<file path="config.mk">
export PLATFORM = sky130hd
export DESIGN_NAME = sacl_ctrl
export DESIGN_NICKNAME = d
export VERILOG_FILES = /design/src/hdl/sacl_pkg.sv /design/src/hdl/sacl_ctrl.sv
export SDC_FILE = /design/constraint.sdc
export NUM_CORES = 1
export LEC_CHECK = 0
export BUFFER_PORTS_ARGS = -buffer_cell sky130_fd_sc_hd__buf_2
export CAP_MARGIN = 20
export CORE_AREA = 2 2 39 41
export DETAILED_ROUTE_END_ITERATION = 16
export DIE_AREA = 0 0 41 43
export PLACE_DENSITY = 0.37
export SLEW_MARGIN = 40
export SYNTH_ARGS = -nofsm -noshare
export SYNTH_HDL_FRONTEND = slang
export SYNTH_SLANG_ARGS = --single-unit
</file>
<file path="constraint.sdc">
create_clock -name clk_i -period 2.2 [get_ports clk_i]
set_input_delay 0.11 -clock clk_i [delete_from_list [all_inputs] [get_ports clk_i]]
set_output_delay 0.11 -clock clk_i [all_outputs]
set_load 0.02 [all_outputs]
</file>
<file path="src/hdl/sacl_pkg.sv">
// Shared types and constants of the set-associative LFU cache tag model.
// No dependencies.
package sacl_pkg;

  // default sizes
  localparam int unsigned DEF_MAX_SETS    = 64;
  localparam int unsigned DEF_MAX_WAYS    = 4;
  localparam int unsigned DEF_COUNT_WIDTH = 16;

  // config port
  localparam int unsigned CFG_IDX_W  = 2;
  localparam int unsigned CFG_DATA_W = 4;

  localparam logic [CFG_IDX_W-1:0] CFG_OFFSET_BITS = 2'd0;
  localparam logic [CFG_IDX_W-1:0] CFG_INDEX_BITS  = 2'd1;
  localparam logic [CFG_IDX_W-1:0] CFG_WAY_BITS    = 2'd2;

  localparam logic [3:0] RST_OFFSET_BITS = 4'd5;
  localparam logic [2:0] RST_INDEX_BITS  = 3'd6;
  localparam logic [1:0] RST_WAY_BITS    = 2'd2;

  typedef enum logic {
    OP_READ  = 1'b0,
    OP_WRITE = 1'b1
  } opcode_e;

  typedef struct packed {
    opcode_e     opcode;
    logic [31:0] address;
  } in_word_t;

  typedef struct packed {
    logic       hit;
    logic       write_back;
    logic [1:0] way_used;
    logic       was_write;
  } out_word_t;

  // controller -> datapath
  typedef struct packed {
    logic lookup;  // start RAM read of the addressed set
    logic commit;  // write updated set back, load result
    logic clear;   // write one zero row of the clearing sweep
  } sacl_cmd_t;

  // datapath -> controller
  typedef struct packed {
    logic clear_last;
  } sacl_stat_t;

endpackage

</file>
<file path="src/hdl/sacl_ctrl.sv">
// Sequencer of the LFU cache: clearing sweep, lookup, update and result handoff.
// Depends on sacl_pkg.
module sacl_ctrl import sacl_pkg::*; (
  input  logic       clk_i,
  input  logic       rst_ni,
  input  logic       in_valid_i,
  output logic       in_stall_o,
  output logic       out_valid_o,
  input  logic       out_stall_i,
  output sacl_cmd_t  cmd_o,
  input  sacl_stat_t stat_i
);

  typedef enum logic [1:0] {
    S_CLEAR,
    S_IDLE,
    S_CMP
  } state_e;

  state_e state_q, state_d;
  logic   out_valid_q, out_valid_d;

  always_comb begin
    cmd_o.lookup = (state_q == S_IDLE) && in_valid_i;
    cmd_o.commit = (state_q == S_CMP) && (!out_valid_q || !out_stall_i);
    cmd_o.clear  = (state_q == S_CLEAR);
  end

  always_comb begin
    state_d     = state_q;
    out_valid_d = out_valid_q;
    if (out_valid_q && !out_stall_i) begin
      out_valid_d = 1'b0;
    end
    case (state_q)
      S_CLEAR: begin
        if (stat_i.clear_last) begin
          state_d = S_IDLE;
        end
      end
      S_IDLE: begin
        if (cmd_o.lookup) begin
          state_d = S_CMP;
        end
      end
      S_CMP: begin
        if (cmd_o.commit) begin
          state_d     = S_IDLE;
          out_valid_d = 1'b1;
        end
      end
      default: begin
        state_d = S_CLEAR;
      end
    endcase
  end

  always_ff @(posedge clk_i or negedge rst_ni) begin
    if (!rst_ni) begin
      state_q     <= S_CLEAR;
      out_valid_q <= 1'b0;
    end else begin
      state_q     <= state_d;
      out_valid_q <= out_valid_d;
    end
  end

  assign in_stall_o  = (state_q != S_IDLE);
  assign out_valid_o = out_valid_q;

endmodule

</file>
; Word-level counts from Yosys, hierarchy flattened
; Index checks and enable logic that the tools add are counted.
[word_totals]
reg_bits = 3
in_bits = 5
out_inout_bits = 5
wordCells = 23
[classes]
n_eq_ne = 6
mux = 7
reduce_logical = 8
[ops]
columns = op, count
row1 = $mux W2, 3
row2 = $pmux W2 S3, 1
row3 = $ne A2 B1 Y1 const B, 2
row4 = $ne A2 B2 Y1 const B, 2
row5 = $logic_and A1 B1 Y1, 3
row6 = $mux W1, 3
row7 = $reduce_and A3 Y1, 1
row8 = $eq A2 B1 Y1 const B, 1
row9 = $eq A2 B2 Y1 const B, 1
row10 = $logic_not A1 Y1, 2
row11 = $logic_not A2 Y1, 1
row12 = $logic_or A1 B1 Y1, 1

; Depth between registers and ports, before layout
[logic_depth]
word_depth = 5
mapped_depth = 3

; Worst setup path before layout
; OpenSTA, ideal clock, no wires.
[synth_timing]
kind = register to output
from = register state_q[1]
to = output cmd_o[2] in the netlist's numbering
arrival_ps = 1013
required_time_ps = 2090
setup_slack_ps = 1077
stages_incl_launch_ff = 3
path_buffers = 0
path_cell_list = dfrtp_1 -> nand2b_1 -> nor2_1
[synth_rtl]
columns = item, line
row1 = start: declaration, sacl_ctrl.sv:20  ; state_e state_q, state_d;
row2 = start signal: assignment, sacl_ctrl.sv:63  ; state_q <= state_d;
row3 = end: declaration, sacl_ctrl.sv:10  ; output sacl_cmd_t cmd_o,

==> impl_metrics.json <==
{
  "synthDistinctLibCells": 10,
  "critPathKind": "register to output pin",
  "wl_um": 390,
  "ys_ff_latch": 3,
  "grt_setup_unrepaired": "false",
  "cp.arrival_ps": 1100,
  "yosysMostFrequentCell": "dfrtp_1",
  "grt_first_pass_wirelength_um": 552,
  "antenna_found_initial": 0,
  "clock_path_buffers": 2,
  "dieArea_um2": 1760,
  "ioPinCount": 10,
  "htree_levels": 1,
  "gp_congestion": 0.507,
  "crit_required_ps": 2090,
  "path_clk_slew_ps": 40,
  "final.min_clock_period_ps": 1210,
  "synth_top_cell_by_area": "dfrtp_1",
  "die_w_um": 41,
  "netlist_area_um2": 146,
  "yosys-top-cells-count": "3 x dfrtp_1, 2 x nand2_1, 2 x nor2_1",
  "finalClockSkew_ps": 1.14,
  "grt_pass1_vias": 143,
  "place_area_um2": 211,
  "root_buffer": "clkbuf_4",
  "route.detailed.drc": 0,
  "clk_latency_ps": 230,
  "first_pass_iters": 2,
  "cts-resized-gates": 0,
  "hold_viol": 0,
  "diodes": 0,
  "slew_viol_final": 0,
  "hold_ws_ps": 131,
  "hp-class": "input pin to register",
  "final_area_um2": 248,
  "grt_max_degree": 5,
  "fmax_mhz": 825,
  "vias": 148,
  "fp.dieH_um": 43,
  "synth-seq-area-share_pct": 51.3,
  "cts_sinks": 3,
  "synth_edf_count": 0,
  "syn_inst": 14,
  "io_buffer_count": 9,
  "maxCapViolCount": 0,
  "p_leak_nw": 0.133,
  "ff2ff_setup_slack_ps": 1300,
  "synthTopCellsByArea": "dfrtp_1 51%, nand2b_4 9.4%, mux2i_1 6.8%, a21oi_2 6.0%, nand2_1 5.1%",
  "core_area_um2": 1380,
  "period_share_pct": 55.1,
  "tightest_slew_ps": 178,
  "areaGrowthSynthToFinish_pct": 69.2,
  "route.antenna.remaining_nets": 0,
  "dp_hpwl_um": 312,
  "drive_gt1_share_pct": 50.0,
  "detail_route.wl_per_cell_um": 8.86,
  "max-slew-margin-rel_pct": 88.1,
  "numCtsBuffers": 3,
  "rows": 14,
  "fill_cells": 160,
  "cts_tree": "yes",
  "finalSetupViolCount": 0,
  "synth-main-ff-cell": "dfrtp_1",
  "start_util_pct": 10.6,
  "synth_nets": 19,
  "crit_fanout": 4,
  "end_kind": "output pin",
  "ir_drop_v": 0.000240,
  "status": "complete, no violations",
  "vias_per_cell": 3.36,
  "ys_warn_count": 0,
  "synth.top_cell.area_share_pct": 51.3,
  "dr.first_iter.drc_count": 6,
  "nets": 34,
  "synthArstFlopShare_pct": 100,
  "syn_avg_cell_area_um2": 10.5,
  "grt_use_total_pct": 5.23,
  "finalSetupTns_ps": 0,
  "powerDensity_nw_per_um2": 1500,
  "overflow": 0,
  "start_kind": "register"
}
[sequential cells by signal, summed over array words and instances, names as in the netlist]
| register | flops |
|---|---|
| out_valid_o | 1 |
| state_q | 2 |
[final cells by class]
| class | count | area [um2] | share of cell area [%] |
|---|---|---|---|
| flip-flops and latches | 3 | 75.1 | 30.3 |
| multi-input cells | 10 | 67.6 | 27.3 |
| repair buffers | 10 | 55.1 | 22.2 |
| clock buffers | 4 | 26.3 | 10.6 |
| well taps | 16 | 20.0 | 8.08 |
| inverters | 1 | 3.75 | 1.52 |
[placed cells by master, fill, tap and decap left out]
master / n
dlygate4sd3_1: 1
a21oi_2: 1
inv_1: 1
nand2b_4: 1
o21bai_1: 1
buf_2: 9
clkbuf_1: 1
nand2b_1: 1
dfrtp_1: 3
o22ai_1: 1
mux2i_1: 1
nor2_1: 2
nand2_1: 2
clkbuf_4: 3
[report_power, final]
| group | leakage [nW] | switching, mW | internal (mW) | total (mW) |
|---|---|---|---|---|
| registers | 0.0382 | 0.0297 | 0.0799 | 0.110 |
| clock network | 0.0150 | 0.0271 | 0.0679 | 0.0950 |
| logic | 0.0800 | 0.0987 | 0.0672 | 0.166 |
| total | 0.133 | 0.155 | 0.215 | 0.370 |
[layer usage]
metal	up-vias	global-route usage (%)	part of all wire [%]
li1	74	-	-
met1	64	4.84	44
met2	10	6.88	40
met3	0	3.14	16
met4	0	6.00	0
met5	-	0	0
[logic make-up (layout without fill, tap and decap cells)]
group	Yosys count	after routing	share of synthesized area [%]
mux	1	1	6.84
simple gates	6	6	23.9
compound gates	3	3	15.4
buf+inv	1	15	2.56
flops	3	3	51.3
[metrics by stage]
stage	power, mW	worst slack (ps)	utilization, %	std cells
finish	0.370	988	17.9	44
CTS	0.377	973	17.9	44
floorplan	0.218	1080	-	14
global route	0.401	899	17.9	44
global placement	0.272	1250	15.3	39
detailed placement	0.276	1230	15.3	39
[repair_timing]
item,CTS,global route
setup buffers,0,0
hold buffers,1,0
hold endpoints to repair,3,0
[path summary, 6_finish.rpt]
path / from / cells after the start / endpoint
max: state_q[1] / 3 / cmd_o[2]
min: out_stall_i / 3 / out_valid_o
max reg2reg: state_q[0] / 3 / state_q[0]
min reg2reg: out_valid_o / 2 / out_valid_o
max in group asynchronous: rst_ni / 2 / state_q[0]
min in group asynchronous: rst_ni / 2 / state_q[1]
[worst max-delay path, stage by stage, from the launching register on]
cell	delay [ps]
dfrtp_1	420
nand2b_1	200
nor2_1	90
buf_2	160
(Power assumes the default switching activity.)
