`config.mk`:
```
export PLATFORM = sky130hd
export DESIGN_NAME = sacl_ram
export DESIGN_NICKNAME = d
export VERILOG_FILES = /design/src/hdl/sacl_ram.sv
export SDC_FILE = /design/constraint.sdc
export NUM_CORES = 1
export LEC_CHECK = 0
export BUFFER_PORTS_ARGS = -buffer_cell sky130_fd_sc_hd__buf_2
export CORE_MARGIN = 4
export CORE_UTILIZATION = 60
export CTS_CLUSTER_DIAMETER = 200
export CTS_CLUSTER_SIZE = 30
export DETAILED_ROUTE_END_ITERATION = 8
export HOLD_SLACK_MARGIN = 0.02
export PLACE_DENSITY = 0.75
export SLEW_MARGIN = 20
export SYNTH_ARGS = -nofsm -noshare
export SYNTH_HDL_FRONTEND = slang
export SYNTH_SLANG_ARGS = --single-unit
```
`constraint.sdc`:
```
create_clock -name clk_i -period 2.1 [get_ports clk_i]
set_input_delay 0.105 -clock clk_i [delete_from_list [all_inputs] [get_ports clk_i]]
set_output_delay 0.105 -clock clk_i [all_outputs]
set_load 0.01 [all_outputs]
```
`src/hdl/sacl_ram.sv`:
```
// Generic single-write, single-read RAM with registered read data.
// No dependencies.
module sacl_ram #(
  parameter int unsigned WIDTH = 8,
  parameter int unsigned DEPTH = 16
) (
  input  logic                                  clk_i,
  input  logic                                  we_i,
  input  logic [(DEPTH > 1 ? $clog2(DEPTH) : 1)-1:0] waddr_i,
  input  logic [WIDTH-1:0]                      wdata_i,
  input  logic                                  re_i,
  input  logic [(DEPTH > 1 ? $clog2(DEPTH) : 1)-1:0] raddr_i,
  output logic [WIDTH-1:0]                      rdata_o
);

  logic [WIDTH-1:0] mem_q [DEPTH];
  logic [WIDTH-1:0] rdata_q;

  always_ff @(posedge clk_i) begin
    if (we_i) begin
      mem_q[waddr_i] <= wdata_i;
    end
    if (re_i) begin
      rdata_q <= mem_q[raddr_i];
    end
  end

  assign rdata_o = rdata_q;

endmodule

```
== Word level (Yosys, flattened, before mapping) ==
Memories as Yosys holds them, arrays and structs flattened. A register that Yosys moved wholly into a read port is not among the register bits.
Cells that the tools add are included.
Storage, ports and cells
  register bits after elaboration: 0
  memory bits (writable): 128
  word-level logic and storage cells: 3
  memories kept: 1
Operators by class
  muxes and demuxes: 2
Memory list
  mem_q: words 16, width 8, read ports 1, clocked after Yosys merged registers in 1, wr ports 1, line 16  | logic [WIDTH-1:0] mem_q [DEPTH];
Operator list (count)
  $mux 1: 2

== Depth between registers and ports, before layout ==
Gate-level depths: netlist of the first run.
  depth after elaboration: 2
  gate-level depth with buffers: 5

== Least setup slack after synthesis of the first run ==
Ideal clock, no wire load.
  path type: input -> register
  from: input port waddr_i[2] (netlist bit)
  to: memory mem_q[0][0] (enable)
  library setup time: 0.383 ns
  data arrival time: 1.215 ns
  setup slack: 0.502 ns
  cell stages on the path: 2
  cell sequence: or3b_2 -> nor3_1
RTL lines
  start, declared: line 9  | input logic [(DEPTH > 1 ? $clog2(DEPTH) : 1)-1:0] waddr_i,
  end, declared: line 16
Straight into the memory's write port.

==> results of run 1 <==
-- critical path, stage by stage, from the launching register on --
cell and delay, ns:
edfxtp_1 0.36, mux4_1 0.55, a22oi_1 0.32, nand2_1 0.09
-- logic make-up (layout without fill, tap and decap cells) --
| kind of cell | after synthesis | after routing |
|---|---|---|
| compound gates | 16 | 16 |
| buf+inv | 10 | 87 |
| flops | 136 | 136 |
| mux | 32 | 32 |
| simple gates | 35 | 35 |
-- routing by layer --
layer | vias up | wire (um) | share of wire, % | GRT usage, %
met5 | - | 0 | 0 | 0
met4 | 0 | 247 | 2.4 | 9.100
met3 | 17 | 625 | 6.0 | 5.854
met2 | 106 | 5342 | 51 | 35.71
met1 | 1310 | 4248 | 41 | 30.96
li1 | 1106 | - | - | -
-- flip-flops by register name, summed over array words and instances, names as in the netlist --
| signal | flops |
|---|---|
| mem_q | 128 |
| rdata_o | 8 |
-- how the worst max path moves through the flow --
stage                                      from                     to  slack (ns)  cells past startpoint
after floorplan                      waddr_i[2]  mem_q[0][0]$_DFFE_PP_        0.50                      2
after global placement               raddr_i[0]   rdata_o[4]$_DFFE_PP_        0.43                      5
after detailed placement             raddr_i[0]   rdata_o[3]$_DFFE_PP_        0.39                      5
after CTS                 mem_q[9][5]$_DFFE_PP_   rdata_o[5]$_DFFE_PP_        0.55                      3
after global routing      mem_q[9][5]$_DFFE_PP_   rdata_o[5]$_DFFE_PP_        0.51                      3
final                     mem_q[9][5]$_DFFE_PP_   rdata_o[5]$_DFFE_PP_        0.52                      3
-- stage by stage --
step / utilization (%) / std cells / worst slack (ns) / instance area [um2]
after floorplan: - / 229 / 0.5021 / 5228
after global placement: 66.88 / 370 / 0.4347 / 5578
after detailed placement: 66.88 / 370 / 0.3904 / 5578
after CTS: 75.05 / 411 / 0.5549 / 6260
after global routing: 75.05 / 411 / 0.5085 / 6260
final: 75.05 / 411 / 0.5200 / 6260
-- cell usage in the layout (no fill, tap or decap), drive strengths merged --
cell,Yosys,layout
bufinv,0,3
a22oi,16,16
clkinvlp,0,4
and2,1,1
clkinv,0,5
and2b,1,1
inv,0,2
mux4,32,32
nand3,1,1
nand3b,2,2
dlygate4sd3,0,9
buf,7,46
nand2,9,9
clkbuf,0,18
or3b,1,1
nor3,4,4
nor2b,1,1
nor2,13,13
edfxtp,136,136
nand2b,2,2
-- where the power goes --
group	leakage [nW]	switching, mW	internal (mW)
Sequential	1.24	0.0184	3.06
Clock	0.278	1.11	1.81
Combinational	0.626	0.166	0.132
Total	2.14	1.30	5.00
-- layout make-up --
class                   count  area, um2
multi-input cells          83       1057
fillers                   454       2081
well taps                 105      131.4
flip-flops and latches    136       4084
clock inverters            14      173.9
repair buffers             55      395.4
clock buffers              18      417.9
-- cells in the mapped netlist (all sizes together) --
cell type / number / share of area [%]
a22oi: 16 / 2.3
and2: 1 / 0.12
or3b: 1 / 0.17
mux4: 32 / 15
edfxtp: 136 / 78
clkdlybuf4s25: 3 / 0.57
and2b: 1 / 0.14
nor2b: 1 / 0.12
nor3: 4 / 0.38
nand3: 1 / 0.096
nor2: 13 / 0.93
nand2: 9 / 0.65
buf: 7 / 1.1
nand3b: 2 / 0.29
nand2b: 2 / 0.24
==> flow_summary.ini, run 1 <==
[run_status]
status = complete, no violations

[cts]
cts_setup_buffers = 0
clock_sinks = 136
hold_buffers = 9
clockBufferDepth = 2
ctsHtreeMaxLevel = 4
cts_resized = 0
clock_latency_ns = 0.52
cts_root_buffer = clkbuf_8
clk_pin_slew_ns = 0.06
cts_buffers = 17
cts_tree = built

[power]
peakVddDrop_uv = 810.0
power.leakage_nw = 2.140
p_per_area_mw_per_mm2 = 1007
power_mw = 6.304

[hold_path]
hold_path_depth = 3
hp-start = waddr_i[0]
hp-class = in2reg
holdPathEnd = mem_q[4][7]$_DFFE_PP_

[yosys]
yosysUniqueCellTypes = 18
mappedNetlistArea_mm2 = 0.005228
synthMuxAreaShare_pct = 14.79
ys_seq_elements = 136
synth_simple_gate_area_share_pct = 3.135
synth_top_family_by_area = multiplexers
synth_nets = 248
synth_warnings = 0
synth_xor_xnor_area_share_pct = 0
synth_compound_area_share_pct = 2.298
ys_seq_area_share_pct = 78.12
synthAdderAreaFrac_pct = 0
postSynthCellCount = 229
avgSynthCellArea_um2 = 22.83

[timing]
rsz0062_at_grt = no
hold_ws_ns = 0.1536
tightestPinTransition_ns = 0.6555
period_needed_ns = 1.580
setup_viol = 0
finalMaxSlewViolations = 0
timing.final.crit_share_pct = 75.24
tns_ns = 0
max_freq_ghz = 0.6329
maxSlewHeadroom_pct = 56.14
final_hold_viol_count = 0
finClkSkew_ns = 0.01366

[critical_path]
startpoint_type = flip-flop
worstPathArrival_ns = 1.83
r2r-start = mem_q[9][5]$_DFFE_PP_
worstReg2RegEnd = rdata_o[5]$_DFFE_PP_
r2r_cells = 3
reg2reg_slack_ns = 0.52
cp_max_fo = 1
cp.required_ns = 2.35
crit_type = reg2reg
cp-end-kind = flip-flop

[finish]
area_growth_pct = 19.75
diodes = 0
drive_above_1_share_pct = 31.37
final_nets = 312

[placed_design]
io_buffers = 26
dpl.hpwl_um = 6055
gp_congestion = 0.7542

[die]
io_pins = 27
die_h_um = 101.3
die_width_um = 101.3
initial_utilization_pct = 62.68
die-area_mm2 = 0.01027
rows = 33
coreArea_mm2 = 0.008341

[global_routing]
grt_pass1_vias = 2693
antenna_found_initial = 0
groute.usage.overall_pct = 22.71
grt_overflow = 0
grt_pass1_wl_um = 16080
grt_max_degree = 33

[drt]
wire_per_inst_um = 25.46
drc_errors = 0
viasPerCell = 6.178
wl_um = 10460
dr.pass1.iters = 4
ant_nets = 0
routed-via-count = 2539
drtIter0Drc = 187

[flow_run]
max_cap_viol_count = 0
(Power assumes the default switching activity.)
==> run 2: changes to the inputs <==
- ABC_AREA: unset -> 1
- CORE_UTILIZATION: 60 -> 61
- PLACE_DENSITY: 0.75 -> 0.76
- clock period: 2.1 -> 1.6 ns (I/O delays scaled with it)
==> run 2 against run 1 <==
Sequential share of layout area decreased by 5.6 points. Register-to-register slack got worse by 0.14 ns. Flip-flop and latch count unchanged. Die area increased by 9.2%. Maximum frequency increased by 30%. Largest cell class unchanged. Largest power group unchanged.
==> flow_summary.ini, run 2 <==
[yosys]
synthTopCellsByArea = edfxtp_1 70%, nand2_1 11%, nand3_1 8.3%, inv_1 6.4%, buf_6 1.2%
synth_largest_area_cell = edfxtp_1
synthTopCellsByCount = 173 x nand2_1, 136 x edfxtp_1, 100 x inv_1, 97 x nand3_1, 17 x nor2_1
synth_edf_count = 136
mappedNetlistArea_mm2 = 0.005847
synth_warnings = 0
avgSynthCellArea_um2 = 10.61
dominantRegCellSynth = edfxtp_1
synth_most_common_cell = nand2_1
postSynthCellCount = 551
yosysUniqueCellTypes = 11
ys_seq_elements = 136
netlist.area_leader.share_pct = 69.85
ys_seq_area_share_pct = 69.85
async_flop_share_pct = 0
synth_nets = 570

[hold_path]
hold_path_depth = 3
hp-class = in2reg
holdPathEnd = rdata_o[6]$_DFFE_PP_
hp-start = raddr_i[3]

[power]
power_frac_clock_pct = 45.8
p_per_area_mw_per_mm2 = 1226
power.internal_mw = 6.556
switching_share_pct = 21.88
comb_power_share_pct = 6.2
power.leakage_nw = 2.977
peakVddDrop_uv = 756.1
pwr-share-seq_pct = 48.1
power_switching_mw = 1.836

[timing]
timing.final.crit_share_pct = 76.18
tns_ns = 0
finalMaxSlewViolations = 0
tightestPinTransition_ns = 0.5943
rsz0062_at_grt = no
final_hold_viol_count = 0
period_needed_ns = 1.219
maxSlewHeadroom_pct = 60.32
setup_viol = 0
max_freq_ghz = 0.8204
finClkSkew_ns = 0.006025

[global_routing]
groute.usage.overall_pct = 25.84
grt_pass1_vias = 3827
grt_overflow = 0
grt_max_degree = 65
grt_pass1_wl_um = 21250
antenna_found_initial = 0

[finish]
fill_cells = 601
largest_reg_flops = 128
seqCellArea_mm2 = 0.004084
diodes = 0
area_growth_pct = 17.10
mostFrequentLayoutCells = 173 x nand2_1, 136 x edfxtp_1, 100 x inv_1
final_nets = 622
drive_above_1_share_pct = 13.15
post-route-util_pct = 73.75
regMostFlops = mem_q
final_common_cell = nand2_1
multi_input_area_mm2 = 0.001214
stdcell_area_mm2 = 0.006847

[cts]
clk_pin_slew_ns = 0.06
clock_sinks = 136
cts_tree = built
cts_buffers = 17
clock_latency_ns = 0.52
cts_root_buffer = clkbuf_8
hold_buffers = 9
cts_setup_buffers = 0
cts_resized = 0
ctsHtreeMaxLevel = 4
clockBufferDepth = 2

[drt]
dr.pass1.iters = 5
wire_per_inst_um = 18.24
ant_nets = 0
wl_um = 13590
drtIter0Drc = 453
routed-via-count = 4024
drc_errors = 0
viasPerCell = 5.401

[placed_design]
dpl_cell_area_mm2 = 0.006162
gp_congestion = 0.8622
dpl.hpwl_um = 8297
io_buffers = 26

[die]
io_pins = 27
rows = 35
die_width_um = 105.9
die-area_mm2 = 0.01122
initial_utilization_pct = 62.98
die_h_um = 105.9
coreArea_mm2 = 0.009284

[critical_path]
cp.required_ns = 1.87
worstReg2RegEnd = rdata_o[2]$_DFFE_PP_
worstPathArrival_ns = 1.49
crit_type = reg2reg
reg2reg_slack_ns = 0.38
r2r-start = mem_q[10][2]$_DFFE_PP_
cp-end-kind = flip-flop
cp_max_fo = 1
startpoint_type = flip-flop
r2r_cells = 6

[run_status]
status = complete, no violations

[flow_run]
max_cap_viol_count = 0
==> run 2: cell count changes after synthesis, sizes merged, moves of 4 or more <==
cell | previous run | this run
nand2 | 9 | 173
nand3 | 1 | 97
inv | 0 | 102
nor2 | 13 | 17
nor3 | 4 | 0
mux4 | 32 | 0
buf | 7 | 24
a22oi | 16 | 0
==> run 2: worst max-delay path by stage <==
| stage | start | to | slack [ns] | cells past startpoint |
|---|---|---|---|---|
| 2_1_floorplan | waddr_i[2] | mem_q[10][0]$_DFFE_PP_ | 0.57 | 2 |
| 3_3_place_gp | raddr_i[1] | rdata_o[0]$_DFFE_PP_ | 0.23 | 6 |
| 3_5_place_dp | raddr_i[1] | rdata_o[7]$_DFFE_PP_ | 0.19 | 6 |
| 4_1_cts | mem_q[10][2]$_DFFE_PP_ | rdata_o[2]$_DFFE_PP_ | 0.40 | 6 |
| 5_1_grt | mem_q[11][5]$_DFFE_PP_ | rdata_o[5]$_DFFE_PP_ | 0.32 | 6 |
| 6_report | mem_q[10][2]$_DFFE_PP_ | rdata_o[2]$_DFFE_PP_ | 0.38 | 6 |
==> run 2: final cells by class <==
type,instances,area share [%]
Clock buffer,18,6.104
Clock inverter,14,2.577
Inverter,102,5.592
Multi-Input combinational cell,289,17.73
Sequential cell,136,59.65
Tap cell,129,2.357
Timing Repair Buffer,57,5.994
==> run 2: power groups by stage <==
stage | Sequential, mW | Combinational, mW | Clock, mW
after floorplan | 4.11 | 0.281 | 0
after global placement | 4.11 | 0.481 | 0
after detailed placement | 4.11 | 0.489 | 0
after CTS | 4.04 | 0.512 | 3.87
after global routing | 4.04 | 0.567 | 4.05
final | 4.04 | 0.517 | 3.84
==> run 2: through the flow <==
step                      cells  total power, mW  worst slack, ns  hold slack [ns]
after floorplan             551            4.396           0.5692           0.1789
after global placement      704            4.589           0.2313           0.4644
after detailed placement    704            4.599           0.1897           0.4672
after CTS                   745            8.420           0.4010          0.02335
after global routing        745            8.654           0.3207          0.06624
final                       745            8.392           0.3811          0.05934
==> run 2: cells by family (layout without fill, tap and decap cells) <==
kind of cell / count (synthesis) / count (layout) / synth area share, %
buffers and inverters: 126 / 191 / 9.394
DFF: 136 / 136 / 69.85
and+or+nand+nor: 289 / 289 / 20.76
==> run 2: worst max-delay path, cell delays in order, from the launching register on <==
cell and delay [ns]:
edfxtp_1 0.38, inv_1 0.09, nand2_1 0.06, nand3_1 0.18, nand3_1 0.10, nand3_1 0.11
nand2_1 0.05
==> run 2: routing by layer <==
| metal | part of all wire (%) | vias up | routed length [um] | GRT usage [%] |
|---|---|---|---|---|
| li1 | - | 1886 | - | - |
| met1 | 42 | 1870 | 5655 | 36.09 |
| met2 | 47 | 238 | 6430 | 40.89 |
| met3 | 9.1 | 30 | 1233 | 5.282 |
| met4 | 2.0 | 0 | 267 | 9.158 |
| met5 | 0 | - | 0 | 0 |
==> run 3: changes to the inputs <==
- CORE_UTILIZATION: 61 -> 55
- PLACE_DENSITY: 0.76 -> 0.72
- clock period: 1.6 -> 1 ns (I/O delays scaled with it)
==> run 3 against run 2 <==
Highest routed layer unchanged. Register-to-register slack lost 0.48 ns. Sequential share of layout area shrank 2.7 points. Cell area grew 4.8%. Core utilization shrank 4.3 points. The run now ends with setup timing left. Clock power grew 48%. Flip-flop and latch count is the same. Wire length shrank 4.0%. Non-clock buffer count grew 10.
==> flow_summary.ini, run 3 (synthesis results as in run 2) <==
[drt]
routed-via-count = 4056
drtIter0Drc = 369
wire_per_inst_um = 17.11
wl_um = 13040
drc_errors = 0
ant_nets = 0
dr.pass1.iters = 5
viasPerCell = 5.323

[run_status]
violations = setup timing
status = finished with violations

[timing]
rsz0062_at_grt = yes
setup_viol = 16
tns_ns = -1.329
finalMaxSlewViolations = 0
maxSlewHeadroom_pct = 74.86
final_hold_viol_count = 0
period_needed_ns = 1.174
timing.final.crit_share_pct = 117.4
finClkSkew_ns = 0.007007
tightestPinTransition_ns = 0.3766
fin_ws_ns = -0.1741
max_freq_ghz = 0.8517

[power]
power_frac_clock_pct = 43.4
pwr-share-seq_pct = 49.5
power.leakage_nw = 3.090
comb_power_share_pct = 7.1
peakVddDrop_uv = 1117
switching_share_pct = 23.07
power.internal_mw = 10.05
power_switching_mw = 3.013
p_per_area_mw_per_mm2 = 1821

[critical_path]
cp-end-kind = output port
slowest_stage = edfxtp_1
crit_family = flip-flops
cp.required_ns = 0.95
reg2reg_slack_ns = -0.10
worstPathArrival_ns = 1.12
cp_num_buf_inv = 1
crit_type = reg2out
r2r_cells = 6
path_cells = buf_2
cp_max_fo = 1
startpoint_type = flip-flop
r2r-start = mem_q[3][6]$_DFFE_PP_
worstReg2RegEnd = rdata_o[6]$_DFFE_PP_
cp_slowest_stage_delay_ns = 0.43

[global_routing]
groute.usage.overall_pct = 21.68
grt_max_degree = 45
grt_overflow = 0
grt_pass1_vias = 3907
grt_pass1_wl_um = 20360
antenna_found_initial = 0

[finish]
regMostFlops = mem_q
post-route-util_pct = 69.48
mostFrequentLayoutCells = 162 x nand2_1, 136 x edfxtp_1, 96 x inv_1
final_cells = 762
diodes = 0
final_common_cell = nand2_1
final_nets = 632
area_growth_pct = 22.68
drive_above_1_share_pct = 23.80
largest_reg_flops = 128

[placed_design]
io_buffers = 26
place_ws_ns = -0.1825
dp_cells = 720
dpl.hpwl_um = 7846
gp_congestion = 0.8520

[die]
rows = 37
initial_utilization_pct = 56.64
coreArea_mm2 = 0.01032
die_width_um = 111.1
die_h_um = 111.1
die-area_mm2 = 0.01234
io_pins = 27

[hold_path]
hold_path_depth = 5
holdPathEnd = rdata_o[2]$_DFFE_PP_
hp-start = raddr_i[2]
hp-class = in2reg

[cts]
cts_tree = built
clk_pin_slew_ns = 0.06
clockBufferDepth = 2
clock_sinks = 136
ctsHtreeMaxLevel = 4
cts_buffers = 17
cts_root_buffer = clkbuf_8
clock_latency_ns = 0.52

[flow_run]
max_cap_viol_count = 0
[run 3: how the worst max path moves through the flow]
stage / startpoint / end / cells after the start
2_1_floorplan: waddr_i[3] / mem_q[4][0]$_DFFE_PP_ / 2
3_3_place_gp: raddr_i[0] / rdata_o[6]$_DFFE_PP_ / 8
3_5_place_dp: raddr_i[0] / rdata_o[6]$_DFFE_PP_ / 8
4_1_cts: rdata_o[4]$_DFFE_PP_ / rdata_o[4] / 1
5_1_grt: rdata_o[4]$_DFFE_PP_ / rdata_o[4] / 1
6_report: rdata_o[4]$_DFFE_PP_ / rdata_o[4] / 1
[run 3: power by group through the flow]
stage               sequential [mW]  clock, mW  combinational [mW]
CTS                            6.46       5.70               0.850
finish                         6.46       5.67               0.928
global placement               6.58          0               0.776
detailed placement             6.58          0               0.790
global route                   6.47       6.01                1.02
floorplan                      6.58          0               0.450
[run 3: repair_timing]
item | CTS | global route
pin swaps | 26 | 25
endpoints found under the setup margin | 16 | 16
hold endpoints to repair | 139 | 0
buffers inserted | 0 | 0
gates resized for setup | 10 | 50
hold buffers | 10 | 0
[run 3: area by class of cell]
| cell class | count | area (um2) |
|---|---|---|
| Clock inverter | 14 | 126.4 |
| Clock buffer | 18 | 417.9 |
| Inverter | 102 | 382.9 |
| Timing Repair Buffer | 67 | 525.5 |
| Multi-Input combinational cell | 289 | 1466 |
| Tap cell | 136 | 170.2 |
| Fill cell | 721 | 3151 |
| Sequential cell | 136 | 4084 |
[run 3: through the flow]
step,cell area [um2],total power [mW],hold WS (ns)
finish,7173,13.06,0.1151
global route,7173,13.49,0.1455
CTS,6970,13.02,0.1214
detailed placement,6276,7.371,0.4292
global placement,6276,7.351,0.4237
floorplan,5847,7.034,0.1489
[run 3: per-layer routing]
| layer | part of all wire, % | GRT usage (%) | wire length (um) | up-vias |
|---|---|---|---|---|
| met5 | 0 | 0 | 0 | - |
| met4 | 2.8 | 9.165 | 360 | 0 |
| met3 | 7.2 | 4.640 | 942 | 38 |
| met2 | 49 | 34.59 | 6350 | 179 |
| met1 | 41 | 29.03 | 5387 | 1929 |
| li1 | - | - | - | 1910 |
[run 3: worst min-delay path, delay by kind of cell]
family / cells / cell delay (ns)
buffers and inverters: 2 / 0.30
AND/OR/NAND/NOR: 3 / 0.19
